File: config.mk
export PLATFORM = sky130hd
export DESIGN_NAME = ethernet_frame_classifier_core
export DESIGN_NICKNAME = d
export VERILOG_FILES = /design/src/hdl/efc_pkg.sv /design/src/hdl/efc_front.sv /design/src/hdl/efc_queue.sv /design/src/hdl/efc_back.sv /design/src/hdl/ethernet_frame_classifier_core.sv
export SDC_FILE = /design/constraint.sdc
export NUM_CORES = 1
export LEC_CHECK = 0
export BUFFER_PORTS_ARGS = -buffer_cell sky130_fd_sc_hd__buf_2
export CAP_MARGIN = 0
export CORE_ASPECT_RATIO = 0.5
export CORE_MARGIN = 8
export CORE_UTILIZATION = 45
export CTS_BUF_LIST = sky130_fd_sc_hd__clkbuf_8
export DETAILED_ROUTE_END_ITERATION = 10
export MAX_ROUTING_LAYER = met4
export SYNTH_ARGS = -nofsm -noshare
export SYNTH_HDL_FRONTEND = slang
export SYNTH_SLANG_ARGS = --single-unit
export TNS_END_PERCENT = 10
File: constraint.sdc
create_clock -name clk -period 12.4 [get_ports clk]
set_input_delay 2.48 -clock clk [delete_from_list [all_inputs] [get_ports clk]]
set_output_delay 2.48 -clock clk [all_outputs]
set_load 0.01 [all_outputs]
File: src/hdl/efc_pkg.sv
package efc_pkg;

  // frame byte counter saturates here
  localparam logic [15:0] MAX_FRAME_BYTES = 16'hffff;

  // configuration register indexes (paddr[2])
  localparam logic REG_TLS_PORT = 1'b0;
  localparam logic REG_DNS_PORT = 1'b1;
  localparam logic [15:0] TLS_PORT_RST = 16'd443;
  localparam logic [15:0] DNS_PORT_RST = 16'd53;

  // ethertypes and ip protocols
  localparam logic [15:0] ETYPE_IPV4 = 16'h0800;
  localparam logic [15:0] ETYPE_ARP  = 16'h0806;
  localparam logic [7:0]  PROTO_ICMP = 8'd1;
  localparam logic [7:0]  PROTO_TCP  = 8'd6;
  localparam logic [7:0]  PROTO_UDP  = 8'd17;

  // frame classes
  localparam logic [2:0] CLS_ARP     = 3'd1;
  localparam logic [2:0] CLS_ICMP    = 3'd2;
  localparam logic [2:0] CLS_TCP     = 3'd3;
  localparam logic [2:0] CLS_UDP     = 3'd4;
  localparam logic [2:0] CLS_DNS     = 3'd5;
  localparam logic [2:0] CLS_TLS     = 3'd6;
  localparam logic [2:0] CLS_TLS_CONT = 3'd7;

  // sub codes
  localparam logic [2:0] SUB_NONE     = 3'd0;
  localparam logic [2:0] SUB_REQUEST  = 3'd1;
  localparam logic [2:0] SUB_REPLY    = 3'd2;
  localparam logic [2:0] SUB_TLS_CCS   = 3'd0;
  localparam logic [2:0] SUB_TLS_ALERT = 3'd1;
  localparam logic [2:0] SUB_TLS_HSHK  = 3'd2;
  localparam logic [2:0] SUB_TLS_CHELLO = 3'd3;
  localparam logic [2:0] SUB_TLS_SHELLO = 3'd4;
  localparam logic [2:0] SUB_TLS_APPDATA = 3'd5;

  // tls record types and versions
  localparam logic [7:0]  TLS_TYPE_CCS   = 8'd20;
  localparam logic [7:0]  TLS_TYPE_ALERT = 8'd21;
  localparam logic [7:0]  TLS_TYPE_APP   = 8'd23;
  localparam logic [7:0]  TLS_HS_CHELLO  = 8'd1;
  localparam logic [7:0]  TLS_HS_SHELLO  = 8'd2;
  localparam logic [15:0] TLS_VER_MIN    = 16'h0301;
  localparam logic [15:0] TLS_VER_MAX    = 16'h0304;

  // dns flags
  localparam logic [15:0] DNS_QR_OP_MASK = 16'hf800;
  localparam logic [15:0] DNS_RESPONSE   = 16'h8000;

  // icmp types
  localparam logic [7:0] ICMP_ECHO_REQ   = 8'd8;
  localparam logic [7:0] ICMP_ECHO_REPLY = 8'd0;

  // byte offsets in the frame
  localparam logic [15:0] OFF_ETYPE    = 16'd12;
  localparam logic [15:0] OFF_IP_VIHL  = 16'd14;
  localparam logic [15:0] OFF_IP_LEN   = 16'd16;
  localparam logic [15:0] OFF_ARP_OP   = 16'd20;
  localparam logic [15:0] OFF_IP_PROTO = 16'd23;
  localparam logic [15:0] OFF_ARP_SPA  = 16'd28;
  localparam logic [15:0] OFF_L4       = 16'd34;
  localparam logic [15:0] OFF_TCP_DOFF = 16'd46;
  localparam logic [15:0] OFF_TCP_FLAG = 16'd47;
  localparam logic [15:0] OFF_TCP_WIN  = 16'd48;
  localparam logic [15:0] OFF_TLS_MIN  = 16'd54;
  localparam int          L4_BYTES     = 12;

  // minimum frame lengths
  localparam logic [15:0] MIN_LEN_ARP  = 16'd42;
  localparam logic [15:0] MIN_LEN_ICMP = 16'd36;
  localparam logic [15:0] MIN_LEN_TCP  = 16'd54;
  localparam logic [15:0] MIN_LEN_UDP  = 16'd42;
  localparam logic [15:0] MIN_LEN_DNS  = 16'd46;

  typedef struct packed {
    logic [7:0] frame_byte;
    logic       last_byte;
  } frame_in_t;

  typedef struct packed {
    logic [2:0]  frame_class;
    logic [2:0]  sub_code;
    logic [15:0] src_port;
    logic [15:0] dst_port;
    logic [5:0]  tcp_flag_bits;
    logic [31:0] seq_number;
    logic [31:0] ack_number;
    logic [15:0] window_size;
    logic [15:0] payload_length;
    logic [15:0] dns_ident;
    logic [31:0] src_addr;
    logic [31:0] dst_addr;
  } frame_out_t;

  // header bytes captured for one frame; frame_len doubles as the byte offset
  typedef struct packed {
    logic [15:0]         frame_len;
    logic [15:0]         ether_kind;
    logic [7:0]          ip_proto;
    logic [3:0]          ip_hdr_words;
    logic [15:0]         ip_total_len;
    logic [11:0][7:0]    l4_bytes;
    logic [3:0]          tcp_doff;
    logic [3:0][7:0]     tls_bytes;
    logic [15:0]         arp_opcode;
    logic [31:0]         arp_sender;
    logic [5:0]          tcp_flags;
    logic [15:0]         tcp_window;
  } frame_rec_t;

  typedef struct packed {
    logic full;
    logic empty;
  } q_status_t;

  // start of the tls record: 34 + 4 * max(data offset, 5)
  function automatic logic [6:0] tls_rec_start(input logic [3:0] doff);
    logic [3:0] d;
    d = (doff < 4'd5) ? 4'd5 : doff;
    return 7'd34 + {1'b0, d, 2'b00};
  endfunction

endpackage

File: src/hdl/efc_front.sv
module efc_front (
  input  logic                 clk,
  input  logic                 rst_n,
  input  logic                 in_valid,
  input  efc_pkg::frame_in_t   in_data,
  input  efc_pkg::q_status_t   q_status,
  output logic                 in_stall,
  output logic                 push,
  output efc_pkg::frame_rec_t  push_rec
);

  efc_pkg::frame_rec_t state_r, state_nxt, cap;
  logic        accept;
  logic [15:0] off;
  logic [7:0]  b;
  logic [6:0]  rs;
  logic [15:0] rs16;
  logic [15:0] rdiff;

  assign in_stall = q_status.full;
  assign accept   = in_valid && !q_status.full;
  assign off      = state_r.frame_len;
  assign b        = in_data.frame_byte;
  assign rs       = efc_pkg::tls_rec_start(state_r.tcp_doff);
  assign rs16     = {9'd0, rs};
  assign rdiff    = off - rs16;

  always_comb begin
    cap = state_r;
    if (accept && off != efc_pkg::MAX_FRAME_BYTES) begin
      cap.frame_len = off + 16'd1;
      if (off == efc_pkg::OFF_ETYPE)             cap.ether_kind[15:8] = b;
      if (off == efc_pkg::OFF_ETYPE + 16'd1)     cap.ether_kind[7:0] = b;
      if (off == efc_pkg::OFF_IP_VIHL)           cap.ip_hdr_words = b[3:0];
      if (off == efc_pkg::OFF_IP_LEN)            cap.ip_total_len[15:8] = b;
      if (off == efc_pkg::OFF_IP_LEN + 16'd1)    cap.ip_total_len[7:0] = b;
      if (off == efc_pkg::OFF_ARP_OP)            cap.arp_opcode[15:8] = b;
      if (off == efc_pkg::OFF_ARP_OP + 16'd1)    cap.arp_opcode[7:0] = b;
      if (off == efc_pkg::OFF_IP_PROTO)          cap.ip_proto = b;
      if (off >= efc_pkg::OFF_ARP_SPA && off <= efc_pkg::OFF_ARP_SPA + 16'd3)
        cap.arp_sender = {state_r.arp_sender[23:0], b};
      for (int i = 0; i < efc_pkg::L4_BYTES; i++) begin
        if (off == efc_pkg::OFF_L4 + 16'(i)) cap.l4_bytes[i] = b;
      end
      if (off == efc_pkg::OFF_TCP_DOFF)          cap.tcp_doff = b[7:4];
      if (off == efc_pkg::OFF_TCP_FLAG)          cap.tcp_flags = b[5:0];
      if (off == efc_pkg::OFF_TCP_WIN)           cap.tcp_window[15:8] = b;
      if (off == efc_pkg::OFF_TCP_WIN + 16'd1)   cap.tcp_window[7:0] = b;
      if (off >= efc_pkg::OFF_TLS_MIN) begin
        // record type and version bytes, then the handshake type
        if (off >= rs16 && off <= rs16 + 16'd2) cap.tls_bytes[rdiff[1:0]] = b;
        if (off == rs16 + 16'd5)                cap.tls_bytes[3] = b;
      end
    end
  end

  assign push     = accept && in_data.last_byte;
  assign push_rec = cap;
  assign state_nxt = push ? '0 : cap;

  always_ff @(posedge clk) begin
    if (!rst_n) begin
      state_r <= '0;
    end else begin
      state_r <= state_nxt;
    end
  end

endmodule

File: src/hdl/efc_queue.sv
module efc_queue (
  input  logic                 clk,
  input  logic                 rst_n,
  input  logic                 push,
  input  efc_pkg::frame_rec_t  push_rec,
  input  logic                 pop,
  output efc_pkg::frame_rec_t  head_rec,
  output efc_pkg::q_status_t   q_status
);

  efc_pkg::frame_rec_t mem [2];
  logic       wr_ptr_r, wr_ptr_nxt;
  logic       rd_ptr_r, rd_ptr_nxt;
  logic [1:0] count_r, count_nxt;
  logic       do_push, do_pop;

  assign q_status.full  = (count_r == 2'd2);
  assign q_status.empty = (count_r == 2'd0);
  assign do_push = push && !q_status.full;
  assign do_pop  = pop && !q_status.empty;
  assign head_rec = mem[rd_ptr_r];

  always_comb begin
    wr_ptr_nxt = wr_ptr_r ^ do_push;
    rd_ptr_nxt = rd_ptr_r ^ do_pop;
    count_nxt  = count_r + {1'b0, do_push} - {1'b0, do_pop};
  end

  always_ff @(posedge clk) begin
    if (do_push) begin
      mem[wr_ptr_r] <= push_rec;
    end
  end

  always_ff @(posedge clk) begin
    if (!rst_n) begin
      wr_ptr_r <= 1'b0;
      rd_ptr_r <= 1'b0;
      count_r  <= 2'd0;
    end else begin
      wr_ptr_r <= wr_ptr_nxt;
      rd_ptr_r <= rd_ptr_nxt;
      count_r  <= count_nxt;
    end
  end

endmodule

File: src/hdl/efc_back.sv
module efc_back (
  input  logic                 clk,
  input  logic                 rst_n,
  input  efc_pkg::frame_rec_t  head_rec,
  input  efc_pkg::q_status_t   q_status,
  input  logic [15:0]          tls_port,
  input  logic [15:0]          dns_port,
  output logic                 pop,
  output logic                 out_valid,
  input  logic                 out_stall,
  output efc_pkg::frame_out_t  out_data
);

  efc_pkg::frame_rec_t r;
  efc_pkg::frame_out_t res;
  efc_pkg::frame_out_t out_data_r;
  logic        out_valid_r, out_valid_nxt;
  logic        hit;
  logic [15:0] sp, dp, flags;
  logic [6:0]  rs;
  logic [15:0] rs16;
  logic [17:0] pl;
  logic [15:0] ver;
  logic [7:0]  ty;

  assign r    = head_rec;
  assign sp   = {r.l4_bytes[0], r.l4_bytes[1]};
  assign dp   = {r.l4_bytes[2], r.l4_bytes[3]};
  assign flags = {r.l4_bytes[10], r.l4_bytes[11]};
  assign rs   = efc_pkg::tls_rec_start(r.tcp_doff);
  assign rs16 = {9'd0, rs};
  assign ty   = r.tls_bytes[0];
  assign ver  = {r.tls_bytes[1], r.tls_bytes[2]};
  assign pl   = {2'b00, r.ip_total_len} - {12'd0, r.ip_hdr_words, 2'b00}
              - {12'd0, r.tcp_doff, 2'b00};

  always_comb begin
    res = '0;
    hit = 1'b0;
    if (r.ether_kind == efc_pkg::ETYPE_ARP) begin
      if (r.frame_len >= efc_pkg::MIN_LEN_ARP) begin
        hit = 1'b1;
        res.frame_class = efc_pkg::CLS_ARP;
        if (r.arp_opcode == 16'd1)      res.sub_code = efc_pkg::SUB_REQUEST;
        else if (r.arp_opcode == 16'd2) res.sub_code = efc_pkg::SUB_REPLY;
        res.src_addr = r.arp_sender;
        res.dst_addr = {r.l4_bytes[4], r.l4_bytes[5], r.l4_bytes[6], r.l4_bytes[7]};
      end
    end else if (r.ether_kind == efc_pkg::ETYPE_IPV4) begin
      if (r.ip_proto == efc_pkg::PROTO_ICMP) begin
        if (r.frame_len >= efc_pkg::MIN_LEN_ICMP) begin
          hit = 1'b1;
          res.frame_class = efc_pkg::CLS_ICMP;
          if (r.l4_bytes[1] == 8'd0 && r.l4_bytes[0] == efc_pkg::ICMP_ECHO_REQ)
            res.sub_code = efc_pkg::SUB_REQUEST;
          else if (r.l4_bytes[1] == 8'd0 && r.l4_bytes[0] == efc_pkg::ICMP_ECHO_REPLY)
            res.sub_code = efc_pkg::SUB_REPLY;
        end
      end else if (r.ip_proto == efc_pkg::PROTO_TCP) begin
        if (r.frame_len >= efc_pkg::MIN_LEN_TCP) begin
          hit = 1'b1;
          res.frame_class    = efc_pkg::CLS_TCP;
          res.src_port       = sp;
          res.dst_port       = dp;
          res.tcp_flag_bits  = r.tcp_flags;
          res.seq_number     = {r.l4_bytes[4], r.l4_bytes[5], r.l4_bytes[6], r.l4_bytes[7]};
          res.ack_number     = {r.l4_bytes[8], r.l4_bytes[9], r.l4_bytes[10], r.l4_bytes[11]};
          res.window_size    = r.tcp_window;
          // negative payload length saturates at zero
          res.payload_length = pl[17] ? 16'd0 : pl[15:0];
          if (sp == tls_port || dp == tls_port) begin
            res.frame_class = efc_pkg::CLS_TLS_CONT;
            if (r.frame_len >= rs16 + 16'd3 && ty >= efc_pkg::TLS_TYPE_CCS
                && ty <= efc_pkg::TLS_TYPE_APP && ver >= efc_pkg::TLS_VER_MIN
                && ver <= efc_pkg::TLS_VER_MAX) begin
              res.frame_class = efc_pkg::CLS_TLS;
              priority if (ty == efc_pkg::TLS_TYPE_CCS) begin
                res.sub_code = efc_pkg::SUB_TLS_CCS;
              end else if (ty == efc_pkg::TLS_TYPE_ALERT) begin
                res.sub_code = efc_pkg::SUB_TLS_ALERT;
              end else if (ty == efc_pkg::TLS_TYPE_APP) begin
                res.sub_code = efc_pkg::SUB_TLS_APPDATA;
              end else begin
                res.sub_code = efc_pkg::SUB_TLS_HSHK;
                if (r.frame_len >= rs16 + 16'd6) begin
                  if (r.tls_bytes[3] == efc_pkg::TLS_HS_CHELLO)
                    res.sub_code = efc_pkg::SUB_TLS_CHELLO;
                  else if (r.tls_bytes[3] == efc_pkg::TLS_HS_SHELLO)
                    res.sub_code = efc_pkg::SUB_TLS_SHELLO;
                end
              end
            end
          end
        end
      end else if (r.ip_proto == efc_pkg::PROTO_UDP) begin
        if (r.frame_len >= efc_pkg::MIN_LEN_UDP) begin
          res.src_port       = sp;
          res.dst_port       = dp;
          res.payload_length = {r.l4_bytes[4], r.l4_bytes[5]};
          if (sp == dns_port || dp == dns_port) begin
            if (r.frame_len >= efc_pkg::MIN_LEN_DNS) begin
              hit = 1'b1;
              res.frame_class = efc_pkg::CLS_DNS;
              if ((flags & efc_pkg::DNS_QR_OP_MASK) == 16'd0)
                res.sub_code = efc_pkg::SUB_REQUEST;
              else if ((flags & efc_pkg::DNS_QR_OP_MASK) == efc_pkg::DNS_RESPONSE)
                res.sub_code = efc_pkg::SUB_REPLY;
              res.dns_ident = {r.l4_bytes[8], r.l4_bytes[9]};
            end
          end else begin
            hit = 1'b1;
            res.frame_class = efc_pkg::CLS_UDP;
          end
        end
      end
    end
  end

  assign pop = !q_status.empty && (!out_valid_r || !out_stall);

  always_comb begin
    out_valid_nxt = out_valid_r;
    if (pop)              out_valid_nxt = hit;
    else if (!out_stall)  out_valid_nxt = 1'b0;
  end

  always_ff @(posedge clk) begin
    if (pop && hit) begin
      out_data_r <= res;
    end
  end

  always_ff @(posedge clk) begin
    if (!rst_n) begin
      out_valid_r <= 1'b0;
    end else begin
      out_valid_r <= out_valid_nxt;
    end
  end

  assign out_valid = out_valid_r;
  assign out_data  = out_data_r;

endmodule

File: src/hdl/ethernet_frame_classifier_core.sv
// channel   direction  handshake            payload
// in_       input      in_valid / in_stall   frame_in_t: frame_byte, last_byte
// out_      output     out_valid / out_stall frame_out_t: class, sub code, header fields
// apb       config     psel/penable/pwrite   tls_port at 0x0, dns_port at 0x4
//
// one byte is taken every cycle while the queue is not full; the front stage captures
// header bytes as they pass and on the last byte hands the captured header to a
// two-deep queue; the back stage classifies the queue head into the output register,
// so a result passes through the queue and then the output register
// in_stall rises only while the queue is full; frames with no class are dropped
// reset is synchronous active low and clears the byte counter, queue and out_valid
module ethernet_frame_classifier_core (
  input  logic                 clk,
  input  logic                 rst_n,
  // byte stream
  input  logic                 in_valid,
  output logic                 in_stall,
  input  efc_pkg::frame_in_t   in_data,
  // results
  output logic                 out_valid,
  input  logic                 out_stall,
  output efc_pkg::frame_out_t  out_data,
  // register port
  input  logic                 psel,
  input  logic                 penable,
  input  logic                 pwrite,
  input  logic [2:0]           paddr,
  input  logic [31:0]          pwdata,
  output logic [31:0]          prdata,
  output logic                 pready
);

  logic [15:0] tls_port_r, dns_port_r;
  logic        cfg_wr;

  logic                push, pop;
  efc_pkg::frame_rec_t push_rec, head_rec;
  efc_pkg::q_status_t  q_status;

  // register port: always ready, write on the access cycle
  assign pready = 1'b1;
  assign cfg_wr = psel && penable && pwrite;

  always_ff @(posedge clk) begin
    if (!rst_n) begin
      tls_port_r <= efc_pkg::TLS_PORT_RST;
      dns_port_r <= efc_pkg::DNS_PORT_RST;
    end else if (cfg_wr) begin
      unique case (paddr[2])
        efc_pkg::REG_TLS_PORT: tls_port_r <= pwdata[15:0];
        efc_pkg::REG_DNS_PORT: dns_port_r <= pwdata[15:0];
        default: ;
      endcase
    end
  end

  always_comb begin
    unique case (paddr[2])
      efc_pkg::REG_TLS_PORT: prdata = {16'd0, tls_port_r};
      efc_pkg::REG_DNS_PORT: prdata = {16'd0, dns_port_r};
      default:               prdata = 32'd0;
    endcase
  end

  // front: byte counter and header capture
  efc_front u_front (
    .clk      (clk),
    .rst_n    (rst_n),
    .in_valid (in_valid),
    .in_data  (in_data),
    .q_status (q_status),
    .in_stall (in_stall),
    .push     (push),
    .push_rec (push_rec)
  );

  // captured headers waiting for classification
  efc_queue u_queue (
    .clk      (clk),
    .rst_n    (rst_n),
    .push     (push),
    .push_rec (push_rec),
    .pop      (pop),
    .head_rec (head_rec),
    .q_status (q_status)
  );

  // back: classify and hold the result beat
  efc_back u_back (
    .clk       (clk),
    .rst_n     (rst_n),
    .head_rec  (head_rec),
    .q_status  (q_status),
    .tls_port  (tls_port_r),
    .dns_port  (dns_port_r),
    .pop       (pop),
    .out_valid (out_valid),
    .out_stall (out_stall),
    .out_data  (out_data)
  );

endmodule

==> qor.txt, run 1 <==
TritonCTS buffer count - 148
effective utilization at floorplan - 45.2%
RSZ-0062 raised after global routing - no
count of mapped cells out of synthesis - 2904
post-CTS setup repair buffer count - 0
Period minus WS final - 5.90 ns
reg-to-reg critical path endpoint - u_back.out_data[4]
mean routed wirelength per cell - 20.4 um
Avg Synthesized Cell Area - 14.0 um^2
Hold Path Class - flip-flop to flip-flop
area growth from synthesis to layout - 13.6%
Worst-Margin Slew - 1.24 ns
critical path startpoint category - input pin
root buffer selected by CTS - sky130_fd_sc_hd__clkbuf_8
post-layout power - 7.49 mW
critical path type - input pin to primary output
worst supply voltage drop on vdd - 0.0000821 V
Clock Latency Late Sink - 0.82 ns
status - complete, no violations
# rows - 78
post-DR vias/cell - 5.13
post-synth cell types - 68
final setup slack of the worst path - 6.50 ns
overflow left after global routing - 0
relative max-transition margin - 16.5%
total negative slack - 0 ns
number of buffers added on ports - 270
Top-Level Pins - 306
hold-fix buffer count after cts - 0
Setup Slack @ Placement - 6.50 ns
number of iterations in the first detailed-routing pass - 6
period utilisation layout - 47.6%
required time of the critical path - 9.92 ns
power per cell area - 162 mW/mm^2
Leakage - 16.3 nW
Fin Hold WS - 0.462 ns
Critical Path Start - paddr[2]
total number of vias - 23310
clock tree from TritonCTS - built
primary flip-flop cell chosen by synthesis mapping - sky130_fd_sc_hd__edfxtp_1
proportion of layout cells with a drive suffix above 1 - 22.6%
total placed cells including tap cells - 4266
placeable core area - 0.0901 mm^2
layout filler cell count - 7694
buffers from clock root to sink, at most - 3
synthesized flop and latch total - 1044
DRT antenna net count - 0
Die H - 229 um
clock transition at the register clock pins on the worst setup and hold paths after CTS - 0.06 ns
max-cap viol count - 0
fraction of the core area covered by cells at the end of the flow - 51.3%
Non-Filler Cell Area, Final - 0.0462 mm^2
crit path DAT - 3.42 ns
post-detailed-placement half-perimeter wirelength - 56.5 mm
sequential element share of the synthesized area - 69.7%
clock skew - 0.0415 ns
yosys warns - 0
total number of clock tree sinks - 1044
Die Width - 441 um
count of flip-flops with a built-in enable after synthesis - 744
global-route wire length before repair - 141 mm
storage element area - 0.0284 mm^2
antenna violations before repair - 6
remaining routing DRC violations - 0
pin count of the biggest net entering global routing - 145
Setup-failing EPs final - 0
number of non-filler instances in the completed layout - 4542
R2R setup slack - 6.69 ns
depth of the CTS H-tree - 4
post-synthesis instance area - 0.0407 mm^2
FMAX - 0.170 GHz
Final nets - 3306
vias in the first global route - 23727
area post-placement - 0.0432 mm^2
number of hold violations in the final report - 0
area of the die - 0.101 mm^2
count of cells along the worst register-to-register path - 10
maximum fanout along the worst path - 19
worst setup path endpoint - prdata[0]
area of the multi-input gates - 0.0116 mm^2
drt first-iter violations - 1483
Gates resized, CTS repair - 0
Routability Congestion - 0.878
Slew Limit Fails - 0
combined global-route utilization of all metal layers - 18.6%
routed wire length - 92.6 mm
sort of element at the end of the critical path - primary output
Async S/R FF share, synth - 0%
-- area by class of cell --
type	count	area share [%]
clock inverters	97	1.22
inverters	32	0.260
multi-input cells	1692	25.2
flip-flops and latches	1044	61.4
repair buffers	298	3.46
diodes	3	0.0162
clock buffers	176	5.24
well taps	1200	3.25
-- registers in the layout, indices dropped and copies added (netlist names), named ones only --
name	count
dns_port_r	16
u_front.off	16
u_back.out_data	220
u_queue.mem	524
u_queue.rd_ptr_r	1
u_queue.wr_ptr_r	1
u_back.out_valid	1
u_queue.count_r	2
u_front.state_r	246
tls_port_r	16
-- routing by layer --
metal  vias up  part of all wire (%)  track usage [%]
met4         0                   2.0             5.55
met2       448                    48             29.3
li1      11073                     -                -
met1     11652                    46             24.6
met3       137                   4.6             3.23
met5         -                     0                -
-- synthesized netlist by cell type (all sizes together) (7+ instances only) --
| cell type | n | area share [%] |
|---|---|---|
| a21boi | 24 | 0.44 |
| a21oi | 80 | 0.98 |
| and2 | 225 | 3.5 |
| and3 | 10 | 0.15 |
| buf | 50 | 0.76 |
| clkbuf | 101 | 0.93 |
| dfxtp | 300 | 15 |
| edfxtp | 744 | 55 |
| ha | 37 | 1.1 |
| inv | 32 | 0.30 |
| mux2 | 228 | 6.3 |
| mux2i | 168 | 4.1 |
| nand2 | 259 | 2.4 |
| nand2b | 9 | 0.14 |
| nand3 | 39 | 0.48 |
| nand4 | 23 | 0.35 |
| nor2 | 259 | 2.4 |
| nor2b | 13 | 0.20 |
| nor3 | 20 | 0.25 |
| nor4 | 40 | 0.63 |
| nor4b | 9 | 0.21 |
| o21a | 7 | 0.13 |
| o21ai | 23 | 0.28 |
| o22ai | 14 | 0.22 |
| or4 | 11 | 0.20 |
| xnor2 | 90 | 1.9 |
| xor2 | 13 | 0.28 |
-- logic make-up (layout without fill, tap and decap cells) --
logic type	Yosys count	after routing	share of synthesized area [%]
other	2	20	0.0185
AOI/OAI and AO/OA	204	204	3.23
and+or+nand+nor	933	933	11.2
xor gates and xnor gates	103	103	2.22
DFF	1044	1044	69.7
adders and majority gates	39	39	1.24
muxes	396	396	10.5
buffers and inverters	183	603	1.99
-- layout by cell type (no fill, tap or decap), types with 10 or more instances in the layout --
cell | synthesis | final
sky130_fd_sc_hd__edfxtp_1 | 744 | 744
sky130_fd_sc_hd__dfxtp_1 | 300 | 299
sky130_fd_sc_hd__buf_2 | 17 | 270
sky130_fd_sc_hd__nor2_1 | 259 | 259
sky130_fd_sc_hd__nand2_1 | 255 | 254
sky130_fd_sc_hd__mux2_2 | 227 | 227
sky130_fd_sc_hd__and2_1 | 224 | 224
sky130_fd_sc_hd__clkbuf_8 | 0 | 176
sky130_fd_sc_hd__mux2i_1 | 168 | 168
sky130_fd_sc_hd__xnor2_1 | 90 | 90
sky130_fd_sc_hd__inv_1 | 32 | 87
sky130_fd_sc_hd__a21oi_1 | 80 | 80
sky130_fd_sc_hd__nor4_1 | 39 | 39
sky130_fd_sc_hd__nand3_1 | 39 | 38
sky130_fd_sc_hd__ha_1 | 37 | 35
sky130_fd_sc_hd__buf_4 | 17 | 25
sky130_fd_sc_hd__nand4_1 | 23 | 23
sky130_fd_sc_hd__a21boi_0 | 23 | 23
sky130_fd_sc_hd__o21ai_0 | 22 | 22
sky130_fd_sc_hd__nor3_1 | 20 | 20
sky130_fd_sc_hd__conb_1 | 2 | 17
sky130_fd_sc_hd__o22ai_1 | 14 | 14
sky130_fd_sc_hd__clkinv_1 | 0 | 14
sky130_fd_sc_hd__xor2_1 | 13 | 13
sky130_fd_sc_hd__nor2b_1 | 13 | 12
sky130_fd_sc_hd__clkinv_2 | 0 | 12
sky130_fd_sc_hd__or4_1 | 11 | 11
sky130_fd_sc_hd__and3_1 | 10 | 10
-- where the power goes --
group	switching, mW	leakage (nW)	total, mW	internal (mW)
logic	0.561	5.81	0.897	0.337
clock network	1.29	1.73	2.69	1.40
registers	0.0660	8.73	3.90	3.83
total	1.92	16.3	7.49	5.57
-- worst max-delay path, stage by stage --
cell and delay, ns:
sky130_fd_sc_hd__buf_2 0.37, sky130_fd_sc_hd__mux2_2 0.41, sky130_fd_sc_hd__buf_2 0.15
-- how the worst min path moves through the flow --
stage / startpoint / end / slack, ns / cells after the start
6_report: u_front.state_r[46] / u_front.state_r[46] / 0.46 / 2
5_1_grt: u_front.state_r[46] / u_front.state_r[46] / 0.48 / 2
4_1_cts: u_front.state_r[241] / u_front.state_r[241] / 0.46 / 2
3_5_place_dp: u_front.state_r[241] / u_front.state_r[241] / 0.45 / 2
3_3_place_gp: u_front.state_r[52] / u_front.state_r[52] / 0.45 / 2
2_1_floorplan: u_front.state_r[46] / u_front.state_r[46] / 0.44 / 2
Note: power is estimated with default switching activity, not from simulation.
==> inputs of run 2 (changes only) <==
--- a/config.mk
+++ b/config.mk
@@ -5,6 +5,7 @@
 export SDC_FILE = /design/constraint.sdc
 export NUM_CORES = 1
 export LEC_CHECK = 0
+export ABC_AREA = 1
 export BUFFER_PORTS_ARGS = -buffer_cell sky130_fd_sc_hd__buf_2
 export CAP_MARGIN = 0
 export CORE_ASPECT_RATIO = 0.5
==> constraint.sdc (replaced) <==
create_clock -name clk -period 5.7 [get_ports clk]
set_input_delay 1.14 -clock clk [delete_from_list [all_inputs] [get_ports clk]]
set_output_delay 1.14 -clock clk [all_outputs]
set_load 0.01 [all_outputs]
==> run 2 against run 1 <==
- design area increased by 4.9%
- die area increased by 5.1%
- worst hold slack improved by 0.0067 ns
- final cell count increased by 29%
- largest power group unchanged
- synthesized area increased by 5.4%
- global-route usage increased by 1.6 points
==> qor.txt, run 2 <==
cell types with the largest area share after synthesis - sky130_fd_sc_hd__edfxtp_1, sky130_fd_sc_hd__dfxtp_1, sky130_fd_sc_hd__nand2_1
mean routed wirelength per cell - 18.0 um (-11%)
post-detailed-placement half-perimeter wirelength - 67.6 mm (+20%)
power per cell area - 353 mW/mm^2 (+120%)
Async S/R FF share, synth - 0% (unchanged)
required time of the critical path - 6.26 ns (-3.66 ns)
crit path DAT - 5.01 ns (+1.59 ns)
root buffer selected by CTS - sky130_fd_sc_hd__clkbuf_8
vias in the first global route - 27961 (+18%)
total number of clock tree sinks - 1044 (unchanged)
max-cap viol count - 0 (unchanged)
switching power total - 5.03 mW (+160%)
clock skew - 0.0361 ns (-0.00539 ns)
combined global-route utilization of all metal layers - 20.2% (+1.6 points)
FMAX - 0.225 GHz
worst supply voltage drop on vdd - 0.000241 V (+190%)
sort of element at the end of the critical path - flip-flop
clock transition at the register clock pins on the worst setup and hold paths after CTS - 0.07 ns (about the same)
most flop-heavy register - u_queue.mem
hold path cells - 2 (unchanged)
number of non-filler instances in the completed layout - 5881 (+29%)
cell-internal power - 12.1 mW (+120%)
number of iterations in the first detailed-routing pass - 6 (unchanged)
Worst-Margin Slew - 1.20 ns (-0.0402 ns)
top cell type's share of synthesized area - 52.1% (-2.8 points)
post-synthesis instance area - 0.0429 mm^2 (+5.4%)
number of hold violations in the final report - 0 (unchanged)
area post-placement - 0.0455 mm^2 (+5.4%)
primary flip-flop cell chosen by synthesis mapping - sky130_fd_sc_hd__edfxtp_1
Slew Limit Fails - 0 (unchanged)
post-layout power - 17.1 mW (+130%)
routed wire length - 106 mm (+15%)
RSZ-0062 raised after global routing - no
TritonCTS buffer count - 149 (+0.68%)
area growth from synthesis to layout - 13.1%
period utilisation layout - 78.0%
dominant cell type by area after synthesis - sky130_fd_sc_hd__edfxtp_1
sequential element share of the synthesized area - 66.1% (-3.6 points)
Setup-failing EPs final - 0 (unchanged)
synthesized flop and latch total - 1044 (unchanged)
top cell types by occurrence after synthesis - sky130_fd_sc_hd__nand2_1, sky130_fd_sc_hd__edfxtp_1, sky130_fd_sc_hd__inv_1, sky130_fd_sc_hd__nor2_1, sky130_fd_sc_hd__dfxtp_1
hold-fix buffer count after cts - 0 (unchanged)
yosys warns - 0 (unchanged)
effective utilization at floorplan - 45.2% (about the same)
Final nets - 4573 (+38%)
Die Width - 453 um (+2.6%)
DRT antenna net count - 0 (unchanged)
highest-count cells in the layout ignoring fill and taps - sky130_fd_sc_hd__nand2_1, sky130_fd_sc_hd__edfxtp_1, sky130_fd_sc_hd__inv_1
remaining routing DRC violations - 0 (unchanged)
Routability Congestion - 0.905 (+3.1%)
commonest non-fill, non-tap cell in the layout - sky130_fd_sc_hd__nand2_1
antenna violations before repair - 5 (-1)
Top-Level Pins - 306 (unchanged)
layout filler cell count - 8589 (+12%)
count of cells along the worst register-to-register path - 22 (+12)
Clock Latency Late Sink - 0.82 ns (about the same)
critical path startpoint category - flip-flop
total number of vias - 28997 (+24%)
Die H - 234 um (+2.5%)
proportion of layout cells with a drive suffix above 1 - 13.3% (-9.3 points)
placeable core area - 0.0949 mm^2 (+5.3%)
part of the power in registers - 49.7% (-2.4 points)
depth of the CTS H-tree - 4 (unchanged)
count of flip-flops with a built-in enable after synthesis - 744 (unchanged)
Hold Path Class - flip-flop to flip-flop
cell with the most instances after synthesis - sky130_fd_sc_hd__nand2_1
pin count of the biggest net entering global routing - 176 (+21%)
Sw Ratio - 29.3% (+3.7 points)
count of mapped cells out of synthesis - 4193 (+44%)
global-route wire length before repair - 161 mm (+14%)
overflow left after global routing - 0 (unchanged)
area of the die - 0.106 mm^2 (+5.1%)
portion of total power attributed to the clock network - 34.1% (-1.9 points)
Leakage - 21.3 nW (+31%)
relative max-transition margin - 19.8% (+3.2 points)
drt first-iter violations - 2256 (+52%)
number of buffers added on ports - 270 (unchanged)
area of the multi-input gates - 0.0115 mm^2 (-1.0%)
clock tree from TritonCTS - built
total placed cells including tap cells - 5603 (+31%)
post-CTS setup repair buffer count - 0 (unchanged)
post-synth cell types - 57 (-16%)
max FFs per register - 524 (unchanged)
Period minus WS final - 4.45 ns
Fin Hold WS - 0.468 ns (+0.00671 ns)
post-DR vias/cell - 4.93 (-3.9%)
# rows - 80 (+2.6%)
Avg Synthesized Cell Area - 10.2 um^2 (-27%)
share of total power in combinational logic - 16.2% (+4.2 points)
Gates resized, CTS repair - 0 (unchanged)
storage element area - 0.0284 mm^2 (unchanged)
maximum fanout along the worst path - 75 (+56)
Non-Filler Cell Area, Final - 0.0485 mm^2 (+4.9%)
critical path type - flip-flop to flip-flop
status - complete, no violations
buffers from clock root to sink, at most - 3 (unchanged)
-- run 2: final cells by class --
class                           count  share of cell area, %
Tap cell                         1271                   3.28
Clock inverter                    105                   1.16
Sequential cell                  1044                   58.5
Timing Repair Buffer              321                   3.89
Inverter                          583                   4.54
Multi-Input combinational cell   2384                   23.8
Clock buffer                      172                   4.88
Antenna cell                        1                0.00516
-- run 2: power by group through the flow --
| stage | logic, mW | clock network (mW) | registers, mW |
|---|---|---|---|
| CTS | 2.80 | 5.99 | 8.51 |
| global placement | 2.77 | 0 | 8.66 |
| global route | 3.11 | 6.30 | 8.53 |
| finish | 2.78 | 5.84 | 8.51 |
| floorplan | 1.96 | 0 | 8.70 |
| detailed placement | 2.79 | 0 | 8.67 |
-- run 2: worst max-delay path, stage by stage, from the launching register on --
cell and delay, ns:
sky130_fd_sc_hd__dfxtp_4 0.66, sky130_fd_sc_hd__buf_4 0.83, sky130_fd_sc_hd__nand2_1 0.10, sky130_fd_sc_hd__o21ai_1 0.26
sky130_fd_sc_hd__nand2_1 0.13, sky130_fd_sc_hd__nand2_1 0.08, sky130_fd_sc_hd__nand2_1 0.08, sky130_fd_sc_hd__nand2_1 0.14
sky130_fd_sc_hd__inv_1 0.10, sky130_fd_sc_hd__ha_1 0.20, sky130_fd_sc_hd__xnor2_1 0.21, sky130_fd_sc_hd__nand2_1 0.08
sky130_fd_sc_hd__o21ai_0 0.09, sky130_fd_sc_hd__ha_1 0.27, sky130_fd_sc_hd__a21o_1 0.16, sky130_fd_sc_hd__a211oi_1 0.18
sky130_fd_sc_hd__nand3_1 0.15, sky130_fd_sc_hd__nand3_1 0.17, sky130_fd_sc_hd__nor2_1 0.07, sky130_fd_sc_hd__nand2_1 0.05
sky130_fd_sc_hd__nand2_1 0.05, sky130_fd_sc_hd__nand2_1 0.05, sky130_fd_sc_hd__nand2_1 0.05
-- run 2: routing by layer --
metal	wire length (um)	global-route usage, %	up-vias
met4	1920	5.58	0
li1	-	-	14379
met2	50300	32.5	717
met1	48300	26.9	13761
met5	0	-	-
met3	5640	2.97	140
-- run 2: kinds of logic (layout without fill, tap and decap cells) --
kind of cell    after synthesis  count (layout)  share of synthesized area [%]
simple gates               1625            1625                           15.6
flops                      1044            1044                           66.1
buf+inv                     780            1181                           7.36
compound gates              629             629                           8.16
mux                          43              43                           1.00
fa+ha+maj                    39              39                           1.17
xor+xnor                     31              31                          0.633
other cells                   2              18                         0.0175
-- run 2: final timing paths --
path,from,to,slack (ns)
max,flip-flop,u_back.out_data[215],1.25
min,u_front.state_r[144],u_front.state_r[144],0.47
max reg2reg,flip-flop,u_back.out_data[215],1.25
min reg2reg,u_front.state_r[144],u_front.state_r[144],0.47
-- run 2: stage by stage --
step | setup TNS, ns | utilization (%) | setup slack (ns)
CTS | 0 | 51.1 | 1.23
finish | 0 | 51.1 | 1.25
global route | 0 | 51.1 | 0.660
detailed placement | 0 | 48.0 | 1.26
floorplan | -1461.88 | - | -2.43
global placement | 0 | 48.0 | 1.27
